**src/sv/pdc_pkg.sv**
```systemverilog
// Shared types, letter codes and square geometry helpers for the Playfair cipher block.
`default_nettype none

package pdc_pkg;

    localparam int SQ_SIDE  = 5;
    localparam int SQ_CELLS = 25;
    localparam int LETTERS  = 26;

    localparam logic [4:0] LTR_I = 5'd8;
    localparam logic [4:0] LTR_J = 5'd9;
    localparam logic [4:0] LTR_X = 5'd23;
    localparam logic [4:0] LTR_Z = 5'd25;

    localparam logic [1:0] ACT_KEY  = 2'd0;
    localparam logic [1:0] ACT_TEXT = 2'd1;
    localparam logic [1:0] ACT_END  = 2'd2;

    typedef struct packed {
        logic [4:0] a;
        logic [4:0] b;
    } t_pos_pair;

    function automatic logic [4:0] cell_addr(input logic [2:0] row, input logic [2:0] col);
        cell_addr = {row, 2'b00} + 5'(row) + 5'(col);
    endfunction

    function automatic logic [2:0] pos_row(input logic [4:0] pos);
        if (pos >= 5'd20) begin
            pos_row = 3'd4;
        end else if (pos >= 5'd15) begin
            pos_row = 3'd3;
        end else if (pos >= 5'd10) begin
            pos_row = 3'd2;
        end else if (pos >= 5'd5) begin
            pos_row = 3'd1;
        end else begin
            pos_row = 3'd0;
        end
    endfunction

    function automatic logic [2:0] pos_col(input logic [4:0] pos);
        pos_col = 3'(pos - cell_addr(pos_row(pos), 3'd0));
    endfunction

    function automatic logic [2:0] inc5(input logic [2:0] v);
        inc5 = (v == 3'd4) ? 3'd0 : v + 3'd1;
    endfunction

endpackage

`default_nettype wire

```
**src/sv/pdc_cell_calc.sv**
```systemverilog
// Digram rule: maps the square positions of a letter pair to the cells of the cipher pair.
`default_nettype none

module pdc_cell_calc
    import pdc_pkg::*;
(
    input  wire t_pos_pair i_pos,
    output t_pos_pair      o_cell
);

    logic [2:0] ra, ca, rb, cb;

    always_comb begin
        ra = pos_row(i_pos.a);
        ca = pos_col(i_pos.a);
        rb = pos_row(i_pos.b);
        cb = pos_col(i_pos.b);
        if (ra == rb) begin
            o_cell.a = cell_addr(ra, inc5(ca));
            o_cell.b = cell_addr(rb, inc5(cb));
        end else if (ca == cb) begin
            o_cell.a = cell_addr(inc5(ra), ca);
            o_cell.b = cell_addr(inc5(rb), cb);
        end else begin
            o_cell.a = cell_addr(ra, cb);
            o_cell.b = cell_addr(rb, ca);
        end
    end

endmodule

`default_nettype wire

```
**src/sv/playfair_digram_cipher.sv**
```systemverilog
// Playfair digram encryptor: key square memories, pairing control and output stream.
//
// Input stream: tuser carries the action (key letter, plaintext letter, end of
// message), tdata[4:0] the letter code. Output stream: tdata[4:0] the cipher
// letter, tlast set on the second letter of each pair.
// One transaction is in work at a time; tready is low while it is processed.
// Key letters are written straight into the square.
// The first plaintext letter of a message starts a sweep over a..z that
// completes the square. A letter that only opens a pair is held.
// A letter that closes a pair, or an end of message with a pair open, reads
// the letter positions on acceptance, then the two square cells in S_RDP;
// the first cipher letter is offered in S_OUT0 and the second in S_OUT1
// once the first is taken. A stalled receiver holds the offered letter and
// blocks further input. Reset clears the used-letter set, fill count and
// pairing state; the square memories are not cleared, every entry is written
// before it is read.
`default_nettype none

module playfair_digram_cipher
    import pdc_pkg::*;
(
    input  wire        i_clk,
    input  wire        i_rst_n,
    input  wire        i_s_axis_tvalid,
    output logic       o_s_axis_tready,
    input  wire  [7:0] i_s_axis_tdata,   // [4:0] letter
    input  wire  [1:0] i_s_axis_tuser,   // [1:0] action
    output logic       o_m_axis_tvalid,
    input  wire        i_m_axis_tready,
    output logic [7:0] o_m_axis_tdata,   // [4:0] cipher_letter
    output logic       o_m_axis_tlast    // last_of_run
);

    localparam logic [2:0] S_IDLE = 3'd0;
    localparam logic [2:0] S_FILL = 3'd1;
    localparam logic [2:0] S_RDP  = 3'd2;
    localparam logic [2:0] S_OUT0 = 3'd3;
    localparam logic [2:0] S_OUT1 = 3'd4;

    logic [2:0]  r_state, n_state;
    logic [25:0] r_used, n_used;
    logic [4:0]  r_fill, n_fill;
    logic        r_text, n_text;
    logic [4:0]  r_held, n_held;
    logic        r_pair, n_pair;
    logic [4:0]  r_scan, n_scan;
    logic [4:0]  r_cur, n_cur;

    logic [4:0]  r_key_sq [SQ_CELLS];
    logic [4:0]  r_place  [LETTERS];
    t_pos_pair   r_pos;
    logic [4:0]  r_ka, r_kb;

    logic        in_acc;
    logic [4:0]  ltr;
    logic        wr_en;
    logic [4:0]  wr_ltr;
    logic        rd_en;
    t_pos_pair   rd_ltr;
    logic        key_rd;
    t_pos_pair   sq_cell;

    assign in_acc = i_s_axis_tvalid && o_s_axis_tready;
    assign ltr    = (i_s_axis_tdata[4:0] == LTR_J) ? LTR_I : i_s_axis_tdata[4:0];

    assign o_s_axis_tready = (r_state == S_IDLE);
    assign o_m_axis_tvalid = (r_state == S_OUT0) || (r_state == S_OUT1);
    assign o_m_axis_tdata  = {3'b000, (r_state == S_OUT1) ? r_kb : r_ka};
    assign o_m_axis_tlast  = (r_state == S_OUT1);

    always_comb begin
        n_state  = r_state;
        n_used   = r_used;
        n_fill   = r_fill;
        n_text   = r_text;
        n_held   = r_held;
        n_pair   = r_pair;
        n_scan   = r_scan;
        n_cur    = r_cur;
        wr_en    = 1'b0;
        wr_ltr   = ltr;
        rd_en    = 1'b0;
        rd_ltr.a = r_held;
        rd_ltr.b = LTR_X;
        key_rd   = 1'b0;
        case (r_state)
            S_IDLE: begin
                if (in_acc) begin
                    case (i_s_axis_tuser)
                        ACT_KEY: begin
                            if (ltr <= LTR_Z && !r_text && !r_used[ltr]
                                && r_fill < 5'(SQ_CELLS)) begin
                                wr_en = 1'b1;
                            end
                        end
                        ACT_TEXT: begin
                            if (ltr <= LTR_Z) begin
                                if (!r_text) begin
                                    n_cur   = ltr;
                                    n_scan  = 5'd0;
                                    n_state = S_FILL;
                                end else if (!r_pair) begin
                                    n_held = ltr;
                                    n_pair = 1'b1;
                                end else begin
                                    rd_en   = 1'b1;
                                    n_state = S_RDP;
                                    if (ltr != r_held) begin
                                        rd_ltr.b = ltr;
                                        n_pair   = 1'b0;
                                    end
                                end
                            end
                        end
                        ACT_END: begin
                            if (r_pair && r_text) begin
                                rd_en   = 1'b1;
                                n_state = S_RDP;
                            end
                            n_used = '0;
                            n_fill = '0;
                            n_text = 1'b0;
                            n_held = '0;
                            n_pair = 1'b0;
                        end
                        default: begin
                        end
                    endcase
                end
            end
            S_FILL: begin
                wr_ltr = r_scan;
                if (r_scan != LTR_J && !r_used[r_scan] && r_fill < 5'(SQ_CELLS)) begin
                    wr_en = 1'b1;
                end
                n_scan = r_scan + 5'd1;
                if (r_scan == LTR_Z) begin
                    n_text  = 1'b1;
                    n_held  = r_cur;
                    n_pair  = 1'b1;
                    n_state = S_IDLE;
                end
            end
            S_RDP: begin
                key_rd  = 1'b1;
                n_state = S_OUT0;
            end
            S_OUT0: begin
                if (i_m_axis_tready) begin
                    n_state = S_OUT1;
                end
            end
            S_OUT1: begin
                if (i_m_axis_tready) begin
                    n_state = S_IDLE;
                end
            end
            default: begin
                n_state = S_IDLE;
            end
        endcase
        if (wr_en) begin
            n_used[wr_ltr] = 1'b1;
            n_fill         = r_fill + 5'd1;
        end
    end

    always_ff @(posedge i_clk) begin
        if (!i_rst_n) begin
            r_state <= S_IDLE;
            r_used  <= '0;
            r_fill  <= '0;
            r_text  <= 1'b0;
            r_held  <= '0;
            r_pair  <= 1'b0;
            r_scan  <= '0;
        end else begin
            r_state <= n_state;
            r_used  <= n_used;
            r_fill  <= n_fill;
            r_text  <= n_text;
            r_held  <= n_held;
            r_pair  <= n_pair;
            r_scan  <= n_scan;
        end
        r_cur <= n_cur;
    end

    // writes and reads never fall in the same cycle, so no forwarding
    always_ff @(posedge i_clk) begin
        if (wr_en) begin
            r_key_sq[r_fill] <= wr_ltr;
            r_place[wr_ltr]  <= r_fill;
        end
        if (rd_en) begin
            r_pos.a <= r_place[rd_ltr.a];
            r_pos.b <= r_place[rd_ltr.b];
        end
        if (key_rd) begin
            r_ka <= r_key_sq[sq_cell.a];
            r_kb <= r_key_sq[sq_cell.b];
        end
    end

    pdc_cell_calc u_cell_calc (
        .i_pos  (r_pos),
        .o_cell (sq_cell)
    );

endmodule

`default_nettype wire
```
**config.mk**
```make
export PLATFORM = sky130hd
export DESIGN_NAME = playfair_digram_cipher
export DESIGN_NICKNAME = d
export VERILOG_FILES = /design/src/sv/pdc_pkg.sv /design/src/sv/pdc_cell_calc.sv /design/src/sv/playfair_digram_cipher.sv
export SDC_FILE = /design/constraint.sdc
export NUM_CORES = 1
export LEC_CHECK = 0
export BUFFER_PORTS_ARGS = -buffer_cell sky130_fd_sc_hd__buf_2
export CELL_PAD_IN_SITES_DETAIL_PLACEMENT = 0
export CELL_PAD_IN_SITES_GLOBAL_PLACEMENT = 2
export CORE_MARGIN = 3
export CORE_UTILIZATION = 46
export DETAILED_ROUTE_END_ITERATION = 8
export GPL_TIMING_DRIVEN = 0
export PLACE_DENSITY = 0.9
export REMOVE_ABC_BUFFERS = 1
export SYNTH_ARGS = -nofsm -noshare
export SYNTH_HDL_FRONTEND = slang
export SYNTH_HIERARCHICAL = 1
export SYNTH_SLANG_ARGS = --single-unit
```
**constraint.sdc**
```tcl
create_clock -name i_clk -period 7.1 [get_ports i_clk]
set_input_delay 0.71 -clock i_clk [delete_from_list [all_inputs] [get_ports i_clk]]
set_output_delay 0.71 -clock i_clk [all_outputs]
set_load 0.02 [all_outputs]
```
==> impl_metrics.json <==
{
  "status": "finished clean",
  "hpwl_mm": 31.2,
  "final-max-slew-violation-count": 0,
  "fin_area_sq_um": 19700,
  "portBuffers": 18,
  "numCtsBuffers": 37,
  "yosysWarnings": 6,
  "yosysSeqAreaShare_pct": 52.1,
  "cts_root_buf": "clkbuf_16",
  "via_count": 11500,
  "grt-ovfl-total": 0,
  "wirelength_mm": 46.4,
  "cp_max_fo": 16,
  "rsz0062_at_grt": "no",
  "vias_per_cell": 6.31,
  "fin_crit_ns": 6.31,
  "hold_viol_final": 0,
  "clk_pin_slew_ns": 0.06,
  "drtPass1Iterations": 5,
  "htreeDepth": 2,
  "power_density_nw_per_um2": 227,
  "antenna_found_initial": 0,
  "fin_hold_ws_ns": 0.470,
  "synth-edff-count": 280,
  "netlist_area_sq_um": 17900,
  "boundaryPins": 25,
  "grt_first_pass_wirelength_mm": 71.3,
  "required_ns": 7.36,
  "slowest_delay_ns": 0.79,
  "cp_cell_sequence": "and3b_1 -> a311oi_2 -> and2_1 -> inv_1 -> and2_1 -> ha_1 -> inv_1 -> fa_1 -> xnor2_1 -> nand2_1 -> nor3b_4 -> mux2i_1 -> mux2i_4 -> buf_12 -> mux4_2 -> mux2_2 -> mux4_2",
  "cp_data_arrival_time_ns": 6.58,
  "p_leak_nw": 6.76,
  "dpl_cell_area_sq_um": 18500,
  "cts_setup_buffers": 0,
  "final_core_util_pct": 51.9,
  "clkSinkCount": 326,
  "max_slew_margin_pct": 6.15,
  "period_share_pct": 88.9,
  "critical_path_class": "register to register",
  "clk_latency_ns": 0.53,
  "critical_path.endpoint_type": "register",
  "die_area_sq_um": 41300,
  "synthArstFlopShare_pct": 0,
  "hold_class": "register to register",
  "power_mw": 4.48,
  "die_h_microns": 203,
  "ys_top_cells_by_area": "edfxtp_1 47%, mux4_2 14%, dfxtp_1 5.1%",
  "crit_path_start_kind": "register",
  "ys_seq_elements": 326,
  "worst_path_max_delay_cell": "mux2i_4",
  "n_antenna_cell": 0,
  "drv_cap": 0,
  "cts_buffer_depth": 3,
  "cts_resized": 0,
  "finalSetupViolations": 0,
  "fmax_ghz": 0.158,
  "grt_start_max_net_pins": 47,
  "worst-path-buf-inv": 3,
  "synth.avg_cell_area_sq_um": 13.6,
  "nets": 1347,
  "wl_per_cell_microns": 25.4,
  "synth-main-ff-cell": "edfxtp_1",
  "core-area_sq_um": 38000,
  "ctsHoldBuffers": 0,
  "synth_top_area_share_pct": 47.0,
  "fp-row-count": 71,
  "crit_family": "multiplexers",
  "start_util_pct": 47.1,
  "irDropWorstVdd_mv": 0.228,
  "synthDistinctLibCells": 83,
  "worst_pin_slew_ns": 1.41,
  "synth_top_area_cell": "edfxtp_1",
  "place.gp.congestion": 0.858,
  "die_w_microns": 203,
  "cts_tree": "built",
  "skew_ns": 0.0128,
  "grt_use_total_pct": 22.6,
  "drt_iter0_drc": 1055,
  "drive_gt1_share_pct": 22.8,
  "ant_nets": 0,
  "grt_pass1_vias": 11500,
  "area_delta_synth_final_pct": 10.2,
  "syn_inst": 1314,
  "nFillCells": 3226,
  "drc_errors": 0
}
## layout by cell type, fill, tap and decap left out, types with 15 or more instances in the layout
cell type,Yosys,routed
buf_2,22,18
mux2i_1,44,41
nand3_1,23,23
o21ai_0,35,33
clkbuf_16,0,37
edfxtp_1,280,280
a211oi_1,26,26
nand2_1,79,79
ha_1,36,36
mux4_2,112,112
nor3_1,45,44
o21ai_1,15,15
nor2_1,50,49
o31ai_1,23,23
mux2_2,59,59
inv_1,42,42
and3_1,28,28
dfxtp_1,46,42
a21oi_1,49,48
## Yosys cell counts, types with 7 or more instances
cell and number:
mux2_1 8, nor3_1 45, o31ai_1 23, a31oi_1 10, fa_1 10, xnor2_1 9
xor2_1 11, nand4_1 7, nor4_1 8, a31o_1 7, nand2_1 79, mux4_2 112
a21oi_1 49, dfxtp_1 46, o22ai_1 7, buf_1 15, nand3_1 23, inv_1 42
a211oi_1 26, and2_1 13, clkbuf_1 51, buf_2 22, mux2_2 59, ha_1 36
nor2b_1 13, o21a_1 7, mux2i_1 44, edfxtp_1 280, o21ai_1 15, and3_1 28
o21ai_0 35, nor2_1 50, a21o_1 8
## worst register-to-register path, cell delays in order (launching register included)
cell and delay (ns):
edfxtp_1 0.53, and3b_1 0.24, a311oi_2 0.31, and2_1 0.21, inv_1 0.10, and2_1 0.20
ha_1 0.19, inv_1 0.07, fa_1 0.56, xnor2_1 0.21, nand2_1 0.10, nor3b_4 0.65
mux2i_1 0.24, mux2i_4 0.79, buf_12 0.28, mux4_2 0.56, mux2_2 0.32, mux4_2 0.48
## logic make-up (layout without fill, tap and decap cells)
kind of cell | count (synthesis) | in the layout | synth area share (%)
other | 1 | 3 | 0.0209
buffers and inverters | 142 | 139 | 3.47
adder cells (fa/ha/maj) | 46 | 46 | 3.63
flip-flops | 326 | 326 | 52.1
AO/OA/AOI/OAI | 251 | 251 | 10.0
multiplexers | 224 | 224 | 20.8
AND/OR/NAND/NOR | 304 | 304 | 8.98
XOR/XNOR | 20 | 20 | 0.978
## power breakdown
part           switching, mW  internal (mW)
combinational          0.249          0.126
clock                  0.778           1.15
sequential            0.0584           2.12
## sequential cells by signal (all words and copies together) (netlist names)
signal / count
r_cur: 5
r_fill: 5
r_text: 1
r_pos: 10
r_state: 3
r_ka: 5
r_place: 130
r_used: 26
r_pair: 1
r_key_sq: 125
r_held: 5
r_kb: 5
r_scan: 5
## layer usage
metal | track usage (%) | vias up | wire, microns
li1 | - | 5143 | -
met1 | 30.4 | 5787 | 19100
met2 | 36.7 | 468 | 22500
met3 | 4.05 | 105 | 3080
met4 | 8.85 | 0 | 1740
met5 | 0 | - | 0
## path summary, 6_finish.rpt
path / from / to / slack [ns] / cells past startpoint
max: r_pos[2] / r_ka[1] / 0.79 / 17
max reg2reg: r_pos[2] / r_ka[1] / 0.79 / 17
min: r_used[6] / r_used[6] / 0.47 / 2
min reg2reg: r_used[6] / r_used[6] / 0.47 / 2
## cell type report
type                            count  area (sq um)  area share (%)
Clock inverter                     23           270            1.37
Tap cell                          511           639            3.24
Timing Repair Buffer               30           293            1.48
Clock buffer                       42           945            4.79
Inverter                           44           165           0.837
Multi-Input combinational cell    848          8090            41.0
Sequential cell                   326          9330            47.3
## metrics by stage
| step | setup WS [ns] | cells | setup TNS (ns) |
|---|---|---|---|
| after detailed placement | 0.768 | 1757 | 0 |
| after floorplan | -0.270 | 1218 | -2.09 |
| after CTS | 0.733 | 1822 | 0 |
| final | 0.790 | 1824 | 0 |
| after global placement | -2.20 | 1747 | -20.56 |
| after global routing | 0.372 | 1824 | 0 |
Note: power is estimated with default switching activity, not from simulation.
